File: config.mk
export PLATFORM = sky130hd
export DESIGN_NAME = k_smallest_keeper
export DESIGN_NICKNAME = d
export VERILOG_FILES = /design/src/rtl/kskp_pkg.sv /design/src/rtl/kskp_cell.sv /design/src/rtl/k_smallest_keeper.sv
export SDC_FILE = /design/constraint.sdc
export NUM_CORES = 2
export LEC_CHECK = 0
export BUFFER_PORTS_ARGS = -buffer_cell sky130_fd_sc_hd__buf_2
export CAP_MARGIN = 15
export CORE_MARGIN = 8
export CORE_UTILIZATION = 35
export CTS_CLUSTER_SIZE = 30
export DETAILED_ROUTE_END_ITERATION = 7
export PLACE_DENSITY_LB_ADDON = 0.1
export REMOVE_ABC_BUFFERS = 1
export SLEW_MARGIN = 20
export SYNTH_ARGS = -nofsm -noshare
export SYNTH_HDL_FRONTEND = slang
export SYNTH_SLANG_ARGS = --single-unit
export TNS_END_PERCENT = 10
File: constraint.sdc
create_clock -name clk_i -period 12.5 [get_ports clk_i]
set_input_delay 0.625 -clock clk_i [delete_from_list [all_inputs] [get_ports clk_i]]
set_output_delay 0.625 -clock clk_i [all_outputs]
set_load 0.02 [all_outputs]
File: src/rtl/kskp_pkg.sv
// ----------------------------------------------------------------------------
// kskp_pkg
// Shared types and constants for the k-smallest keeper and its cells.
// ----------------------------------------------------------------------------
package kskp_pkg;

  localparam int unsigned DefCapacity = 32;
  localparam int unsigned ValueW      = 32;
  localparam int unsigned LimitW      = 6;

  localparam logic [LimitW-1:0] KeepLimitReset = 6'd32;

  // operation codes
  localparam logic OpInsert = 1'b0;
  localparam logic OpDrain  = 1'b1;

  typedef logic [ValueW-1:0] value_t;

  // control broadcast to every cell of the chain
  typedef struct packed {
    logic ins;   // insert the broadcast value into the sorted chain
    logic grow;  // the chain may take one more entry
    logic shl;   // shift everything toward cell 0 (drain)
  } cell_ctrl_t;

endpackage

File: src/rtl/kskp_cell.sv
// ----------------------------------------------------------------------------
// kskp_cell
// One entry of the ascending chain: holds a value and a valid flag, takes
// its neighbor's value on an insert that moves past it or on a drain shift.
// ----------------------------------------------------------------------------
module kskp_cell
  import kskp_pkg::*;
(
  input  logic       clk_i,
  input  logic       rst_ni,
  input  cell_ctrl_t ctrl_i,
  input  value_t     ins_value_i,
  input  value_t     left_value_i,
  input  logic       left_valid_i,
  input  logic       left_gt_i,
  input  value_t     right_value_i,
  input  logic       right_valid_i,
  output value_t     value_o,
  output logic       valid_o,
  output logic       gt_o
);

  value_t value_q, value_d;
  logic   valid_q, valid_d;
  logic   take;

  assign gt_o    = valid_q && (value_q > ins_value_i);
  assign value_o = value_q;
  assign valid_o = valid_q;

  // an entry moves here when this cell holds a larger value, or when this is
  // the first free cell and the chain grows
  assign take = gt_o || (ctrl_i.grow && left_valid_i && !valid_q);

  always_comb begin
    value_d = value_q;
    valid_d = valid_q;
    if (ctrl_i.shl) begin
      value_d = right_value_i;
      valid_d = right_valid_i;
    end else if (ctrl_i.ins && take) begin
      value_d = left_gt_i ? left_value_i : ins_value_i;
      valid_d = 1'b1;
    end
  end

  always_ff @(posedge clk_i or negedge rst_ni) begin
    if (!rst_ni) begin
      valid_q <= 1'b0;
    end else begin
      valid_q <= valid_d;
    end
  end

  always_ff @(posedge clk_i) begin
    value_q <= value_d;
  end

endmodule

File: src/rtl/k_smallest_keeper.sv
// ----------------------------------------------------------------------------
// k_smallest_keeper
// Keeps the smallest values of a stream in a sorted chain of cells.
// ----------------------------------------------------------------------------
// An insert yields no word: every cell compares the new value with its own at
// once and the chain opens a slot in place, so inserts may arrive back to back.
// At the limit (keep_limit, saturated at CAPACITY) a value strictly below the
// largest held one pushes that one out of the chain; a keep_limit of zero drops
// every insert. On a drain the chain shifts toward cell 0 once per word taken at
// the output register, ascending, with last on the final word; an empty store
// gives a single word with empty_res set.
// No item is accepted while a drain is shifting out.
module k_smallest_keeper
  import kskp_pkg::*;
#(
  parameter int unsigned CAPACITY = DefCapacity
) (
  input  logic              clk_i,
  input  logic              rst_ni,
  input  logic              in_valid_i,
  output logic              in_ready_o,
  input  logic              operation_i,
  input  logic [ValueW-1:0] value_i,
  output logic              out_valid_o,
  input  logic              out_ready_i,
  output logic [ValueW-1:0] value_out_o,
  output logic              last_o,
  output logic              empty_res_o,
  input  logic              cfg_we_i,
  input  logic [LimitW-1:0] cfg_wdata_i
);

  localparam int unsigned CntW = $clog2(CAPACITY + 1);
  localparam int unsigned CmpW = (CntW > LimitW) ? CntW : LimitW;
  localparam logic [CmpW-1:0] CapCmp = CmpW'(CAPACITY);

  localparam logic StIdle  = 1'b0;
  localparam logic StDrain = 1'b1;

  logic              state_q, state_d;
  logic [LimitW-1:0] limit_q;
  logic [CntW-1:0]   count_q, count_d;
  logic              out_valid_q, out_valid_d;
  value_t            out_value_q, out_value_d;
  logic              out_last_q, out_last_d;
  logic              out_empty_q, out_empty_d;

  cell_ctrl_t ctrl;
  value_t     cell_value [CAPACITY];
  logic [CAPACITY-1:0] cell_valid;
  logic [CAPACITY-1:0] cell_gt;

  logic in_acc, ins, grow, pop, pop_last, next_valid;
  logic [CmpW-1:0] count_ext, limit_ext;

  assign in_ready_o = (state_q == StIdle);
  assign in_acc     = in_valid_i && in_ready_o;
  assign count_ext  = CmpW'(count_q);
  assign limit_ext  = CmpW'(limit_q);

  assign ins  = in_acc && (operation_i == OpInsert) && (limit_q != '0);
  assign grow = (count_ext < limit_ext) && (count_ext < CapCmp);
  assign pop  = (state_q == StDrain) && (!out_valid_q || out_ready_i);

  assign next_valid = (CAPACITY > 1) ? cell_valid[CAPACITY > 1 ? 1 : 0] : 1'b0;
  assign pop_last   = !cell_valid[0] || !next_valid;

  assign ctrl.ins  = ins;
  assign ctrl.grow = grow;
  assign ctrl.shl  = pop;

  for (genvar g = 0; g < CAPACITY; g++) begin : g_cell
    value_t lv, rv;
    logic   lvd, lgt, rvd;
    if (g == 0) begin : g_head
      assign lv  = '0;
      assign lvd = 1'b1;
      assign lgt = 1'b0;
    end else begin : g_mid
      assign lv  = cell_value[g-1];
      assign lvd = cell_valid[g-1];
      assign lgt = cell_gt[g-1];
    end
    if (g == CAPACITY - 1) begin : g_tail
      assign rv  = '0;
      assign rvd = 1'b0;
    end else begin : g_body
      assign rv  = cell_value[g+1];
      assign rvd = cell_valid[g+1];
    end
    kskp_cell u_cell (
      .clk_i         (clk_i),
      .rst_ni        (rst_ni),
      .ctrl_i        (ctrl),
      .ins_value_i   (value_i),
      .left_value_i  (lv),
      .left_valid_i  (lvd),
      .left_gt_i     (lgt),
      .right_value_i (rv),
      .right_valid_i (rvd),
      .value_o       (cell_value[g]),
      .valid_o       (cell_valid[g]),
      .gt_o          (cell_gt[g])
    );
  end

  always_comb begin
    state_d     = state_q;
    count_d     = count_q;
    out_valid_d = out_valid_q;
    out_value_d = out_value_q;
    out_last_d  = out_last_q;
    out_empty_d = out_empty_q;
    if (out_valid_q && out_ready_i) begin
      out_valid_d = 1'b0;
    end
    case (state_q)
      StIdle: begin
        if (in_acc && (operation_i == OpDrain)) begin
          state_d = StDrain;
          count_d = '0;
        end else if (ins && grow) begin
          count_d = count_q + 1'b1;
        end
      end
      StDrain: begin
        if (pop) begin
          out_valid_d = 1'b1;
          out_value_d = cell_valid[0] ? cell_value[0] : '0;
          out_last_d  = pop_last;
          out_empty_d = !cell_valid[0];
          if (pop_last) begin
            state_d = StIdle;
          end
        end
      end
      default: begin
        state_d = StIdle;
      end
    endcase
  end

  always_ff @(posedge clk_i or negedge rst_ni) begin
    if (!rst_ni) begin
      state_q     <= StIdle;
      count_q     <= '0;
      out_valid_q <= 1'b0;
      limit_q     <= KeepLimitReset;
    end else begin
      state_q     <= state_d;
      count_q     <= count_d;
      out_valid_q <= out_valid_d;
      if (cfg_we_i) begin
        limit_q <= cfg_wdata_i;
      end
    end
  end

  always_ff @(posedge clk_i) begin
    out_value_q <= out_value_d;
    out_last_q  <= out_last_d;
    out_empty_q <= out_empty_d;
  end

  assign out_valid_o = out_valid_q;
  assign value_out_o = out_value_q;
  assign last_o      = out_last_q;
  assign empty_res_o = out_empty_q;

  // the held count and the head cell agree whenever no drain is running
  assert property (@(posedge clk_i) disable iff (!rst_ni)
    (state_q == StIdle) |-> ((count_q != '0) == cell_valid[0]))
    else $error("held count and head cell disagree");

  // the chain stays packed toward cell 0
  assert property (@(posedge clk_i) disable iff (!rst_ni)
    $onehot0(cell_valid + 1'b1) || (cell_valid == '0) || (&cell_valid))
    else $error("chain valid bits are not packed");

  // the count never passes the capacity
  assert property (@(posedge clk_i) disable iff (!rst_ni)
    CmpW'(count_q) <= CapCmp)
    else $error("held count above capacity");

  // the final word of a drain returns the block to idle
  assert property (@(posedge clk_i) disable iff (!rst_ni)
    (pop && pop_last) |=> (state_q == StIdle) && out_valid_q && out_last_q)
    else $error("drain did not end on its last word");

endmodule
==> results.txt <==
The flow ran to the end, and the final reports show no timing, DRC or antenna violations. The ratio of total power to cell area works out to 302 nW/um^2. For this run the aggregate overflow at the end of global routing stands at 0. The post-placement cell count came out at 11,500. After synthesis, the mean cell area works out to 9.09 um^2. Routed signal wires occupy layers up through met4.

The DRC marker count from the first detailed-route iteration was 7,656. Between clock sinks in the finished design, the worst skew comes to 0.0309 ns. The count of buffers inserted at the top-level ports was 79; the area of the mapped netlist was 81,000 um^2.

The number of max-slew violations in the final report was 0; the first-pass iteration count of the detailed router was 6. The clock latency reported for the late side of the worst-skew pair was 0.81 ns. The run gives 73,700 as the via count of the first global-routing pass. Kind of end point of the critical path: a flip-flop. Detailed routing placed a total of 164,000 um of wire on met2. Registers take 32,600 um^2. Kind of critical path: reg2reg. The post-layout utilization of the core is 0.390. The overall track demand over capacity in global routing was 0.275. The number of ports placed on the die boundary came out at 80. The overall die width was 497 um. The logs give 0 ns for the aggregate negative setup slack and 519,000 um for the wire length of the first global-routing pass. In the routed design, unresolved DRC markers number 0.

Along the worst path, the maximum fanout reaches 151. The number of filler cells placed in the layout is 23,000, and the core box area is 230,000 um^2. The post-CTS repair timing setup buffer count came out at 0. The share of the cycle needed by the critical path after routing is 0.394. Entering global routing, the biggest net connects 204 pins. Across the VDD grid, the largest voltage drop is 186 uV.

The buffer levels on the longest clock path is 3, and the initial antenna violation count is 12. The tools report the arrival time at the worst endpoint as 5.59 ns. The die covers 247,000 um^2.

After detailed routing, the average wire length per cell comes to 30.3 um. The tree is rooted in a sky130_fd_sc_hd__clkbuf_16. The starting density of the core came out at 0.352.

In this run the worst hold path is classified as in2reg. The run gives 25,500 um as the total length of routed met3 wires. Height of the die: 497 um. The share of post-route cells with drive strength above 1 came out at 0.0804. After clock tree synthesis, the repair step resized 0 gates.

The run gives 4 as the maximum level of the CTS H-tree. Setup repair after global routing left no endpoint under its margin. Setup violations remaining at the end of the flow were counted as 0. The area growth from synthesis to layout is 10.7%.

The number of vias in the routed layout was 74,900. By area the synthesized netlist is led by sky130_fd_sc_hd__edfxtp_1 (38%), sky130_fd_sc_hd__ha_1 (16%), sky130_fd_sc_hd__nand3_1 (11%), sky130_fd_sc_hd__o211ai_1 (9.3%), sky130_fd_sc_hd__nand2_1 (5.8%). For the proportion of synthesized chip area in sequential cells, the log shows 0.403. At the end of routability-driven placement, the weighted congestion stood at 0.887. In the final layout, the multi-input gates occupy 45,700 um^2.

Synthesis inferred 1,104 register bits. The run gives 146 as the TritonCTS buffer count. Share of async-settable or async-resettable flops after synthesis: 0.0417.

Counting I/O delays and the setup requirement, the final critical path takes 4.92 ns. The synthesized design contains 1,026 enable-type register cells. The pin slew with the least headroom to its limit is 1.09 ns. Synthesis instantiated 53 different standard cells from the library. Final number of hold-violating endpoints: 0.

The count of non-filler cells in the finished layout is 11,800. The kind of launch point of the worst setup path is a flip-flop. The library cell used most frequently in the layout, excluding fill and tap cells, is sky130_fd_sc_hd__nand3_1.

TritonCTS built the clock tree. The vias per cell came out at 6.36. The total leakage power came out at 35.6 nW. For this run, the post-layout net count is 9,708. The total of hold buffers inserted after clock tree synthesis was 6.

The max-capacitance violation count was 0. For the worst setup path, the data required time is 13.17 ns. The relative max-transition margin is 0.272.

Derived from the worst setup path, the maximum achievable clock frequency is 0.203 GHz. The tools report the sum of routed wire length over all layers as 357,000 um. The sink count of the clock tree was 1,104; the number of placement rows was 176. Synthesis handed over a netlist of 8,910 instances. The dominant register cell in the synthesized netlist was sky130_fd_sc_hd__edfxtp_1. Half-perimeter wire length of the detailed placement result: 250,000 um. During synthesis, Yosys emitted a total of 0 warnings. The count of nets left with antenna violations once routing finished came out at 0.

The run gives 150,000 um as the sum of routed wire segments on met1. In the layout the commonest cells are sky130_fd_sc_hd__nand3_1 (1,837), sky130_fd_sc_hd__nand2_1 (1,236), sky130_fd_sc_hd__ha_1 (1,030). sky130_fd_sc_hd__edfxtp_1 takes more of the synthesized area than any other cell. The area share of the largest cell type after synthesis is 0.380, and the clock slew seen by the registers of the worst setup and hold paths is 0.06 ns.
## kinds of logic after synthesis
group,Yosys count,synth area share
buf+inv,867,0.0407
compound gates,2144,0.176
simple gates,3726,0.217
xor+xnor,3,0.000324
fa+ha+maj,1030,0.159
mux,36,0.00446
flops,1104,0.403
## critical path, stage by stage (launching register included)
cell and delay (ns):
sky130_fd_sc_hd__dfrtp_1 0.38, sky130_fd_sc_hd__nand2b_1 0.16, sky130_fd_sc_hd__nand2_4 0.35, sky130_fd_sc_hd__inv_8 0.72
sky130_fd_sc_hd__buf_12 0.71, sky130_fd_sc_hd__buf_4 0.80, sky130_fd_sc_hd__buf_4 0.85, sky130_fd_sc_hd__nand2_1 0.20
sky130_fd_sc_hd__nand3_1 0.13
## routing by layer
| layer | vias up | global-route usage |
|---|---|---|
| met5 | - | 0 |
| met4 | 0 | 0.118 |
| met3 | 750 | 0.0436 |
| met2 | 3224 | 0.447 |
| met1 | 37300 | 0.364 |
| li1 | 33700 | - |
## where the power goes
group / internal [W] / switching (W) / total [W]
Combinational: 0.00430 / 0.00860 / 0.0129
Sequential: 0.00734 / 0.00247 / 0.00981
Clock: 0.00251 / 0.00182 / 0.00433
Total: 0.0142 / 0.0129 / 0.0270
## cell type report
class | instances | area share
Sequential cell | 1104 | 0.364
Clock inverter | 64 | 0.00682
Clock buffer | 205 | 0.0464
Antenna cell | 4 | 0.000112
Tap cell | 3026 | 0.0422
Multi-Input combinational cell | 6939 | 0.510
Inverter | 128 | 0.00544
Timing Repair Buffer | 315 | 0.0256
## Yosys cell counts (35+ instances only)
library cell / count
sky130_fd_sc_hd__inv_1: 128
sky130_fd_sc_hd__ha_1: 1030
sky130_fd_sc_hd__and2_1: 61
sky130_fd_sc_hd__a21o_1: 164
sky130_fd_sc_hd__nor3_1: 73
sky130_fd_sc_hd__nand3_1: 1838
sky130_fd_sc_hd__nor2b_1: 35
sky130_fd_sc_hd__nand4_1: 198
sky130_fd_sc_hd__mux2i_1: 35
sky130_fd_sc_hd__a31o_2: 42
sky130_fd_sc_hd__a21oi_1: 499
sky130_fd_sc_hd__nor2_1: 161
sky130_fd_sc_hd__edfxtp_1: 1026
sky130_fd_sc_hd__o211ai_1: 1007
sky130_fd_sc_hd__o21ai_0: 265
sky130_fd_sc_hd__clkbuf_1: 705
sky130_fd_sc_hd__nand2_1: 1241
sky130_fd_sc_hd__a31oi_1: 73
sky130_fd_sc_hd__dfrtp_1: 45
## sequential cells by signal, summed over array words and instances (netlist names)
name                   cells
g_cell.u_cell.value_o   1024
count_ext                  6
limit_ext                  6
empty_res_o                1
g_cell.u_cell.valid_o     32
value_out_o               32
out_valid_o                1
last_o                     1
state_q                    1
## worst paths after layout
check | start | endpoint | slack, ns | depth (start not counted)
setup / recovery | out_valid_o$_DFF_PN0_ | g_cell[11].u_cell.value_o[6]$_DFFE_PP_ | 7.58 | 8
hold / removal | cfg_wdata_i[1] | limit_ext[1]$_DFFE_PN0P_ | 0.05 | 3
setup reg to reg | out_valid_o$_DFF_PN0_ | g_cell[11].u_cell.value_o[6]$_DFFE_PP_ | 7.58 | 8
hold reg to reg | count_ext[5]$_DFFE_PN0P_ | count_ext[5]$_DFFE_PN0P_ | 0.54 | 1
max in group asynchronous | rst_ni | g_cell[26].u_cell.valid_o$_DFFE_PN0P_ | 11.14 | 3
min in group asynchronous | rst_ni | g_cell[5].u_cell.valid_o$_DFFE_PN0P_ | 0.37 | 2
## through the flow
| step | setup WS [ns] | total power [W] | hold slack, ns | instance area (um^2) |
|---|---|---|---|---|
| after floorplan | -77.00 | 0.0156 | 0.329 | 78200 |
| after global placement | 7.18 | 0.0222 | 0.516 | 84800 |
| after detailed placement | 7.13 | 0.0226 | 0.518 | 84800 |
| after CTS | 7.70 | 0.0270 | 0.00527 | 89600 |
| after global routing | 7.35 | 0.0288 | 0.0589 | 89600 |
| final | 7.58 | 0.0270 | 0.0518 | 89700 |
Note: power is estimated with default switching activity, not from simulation.
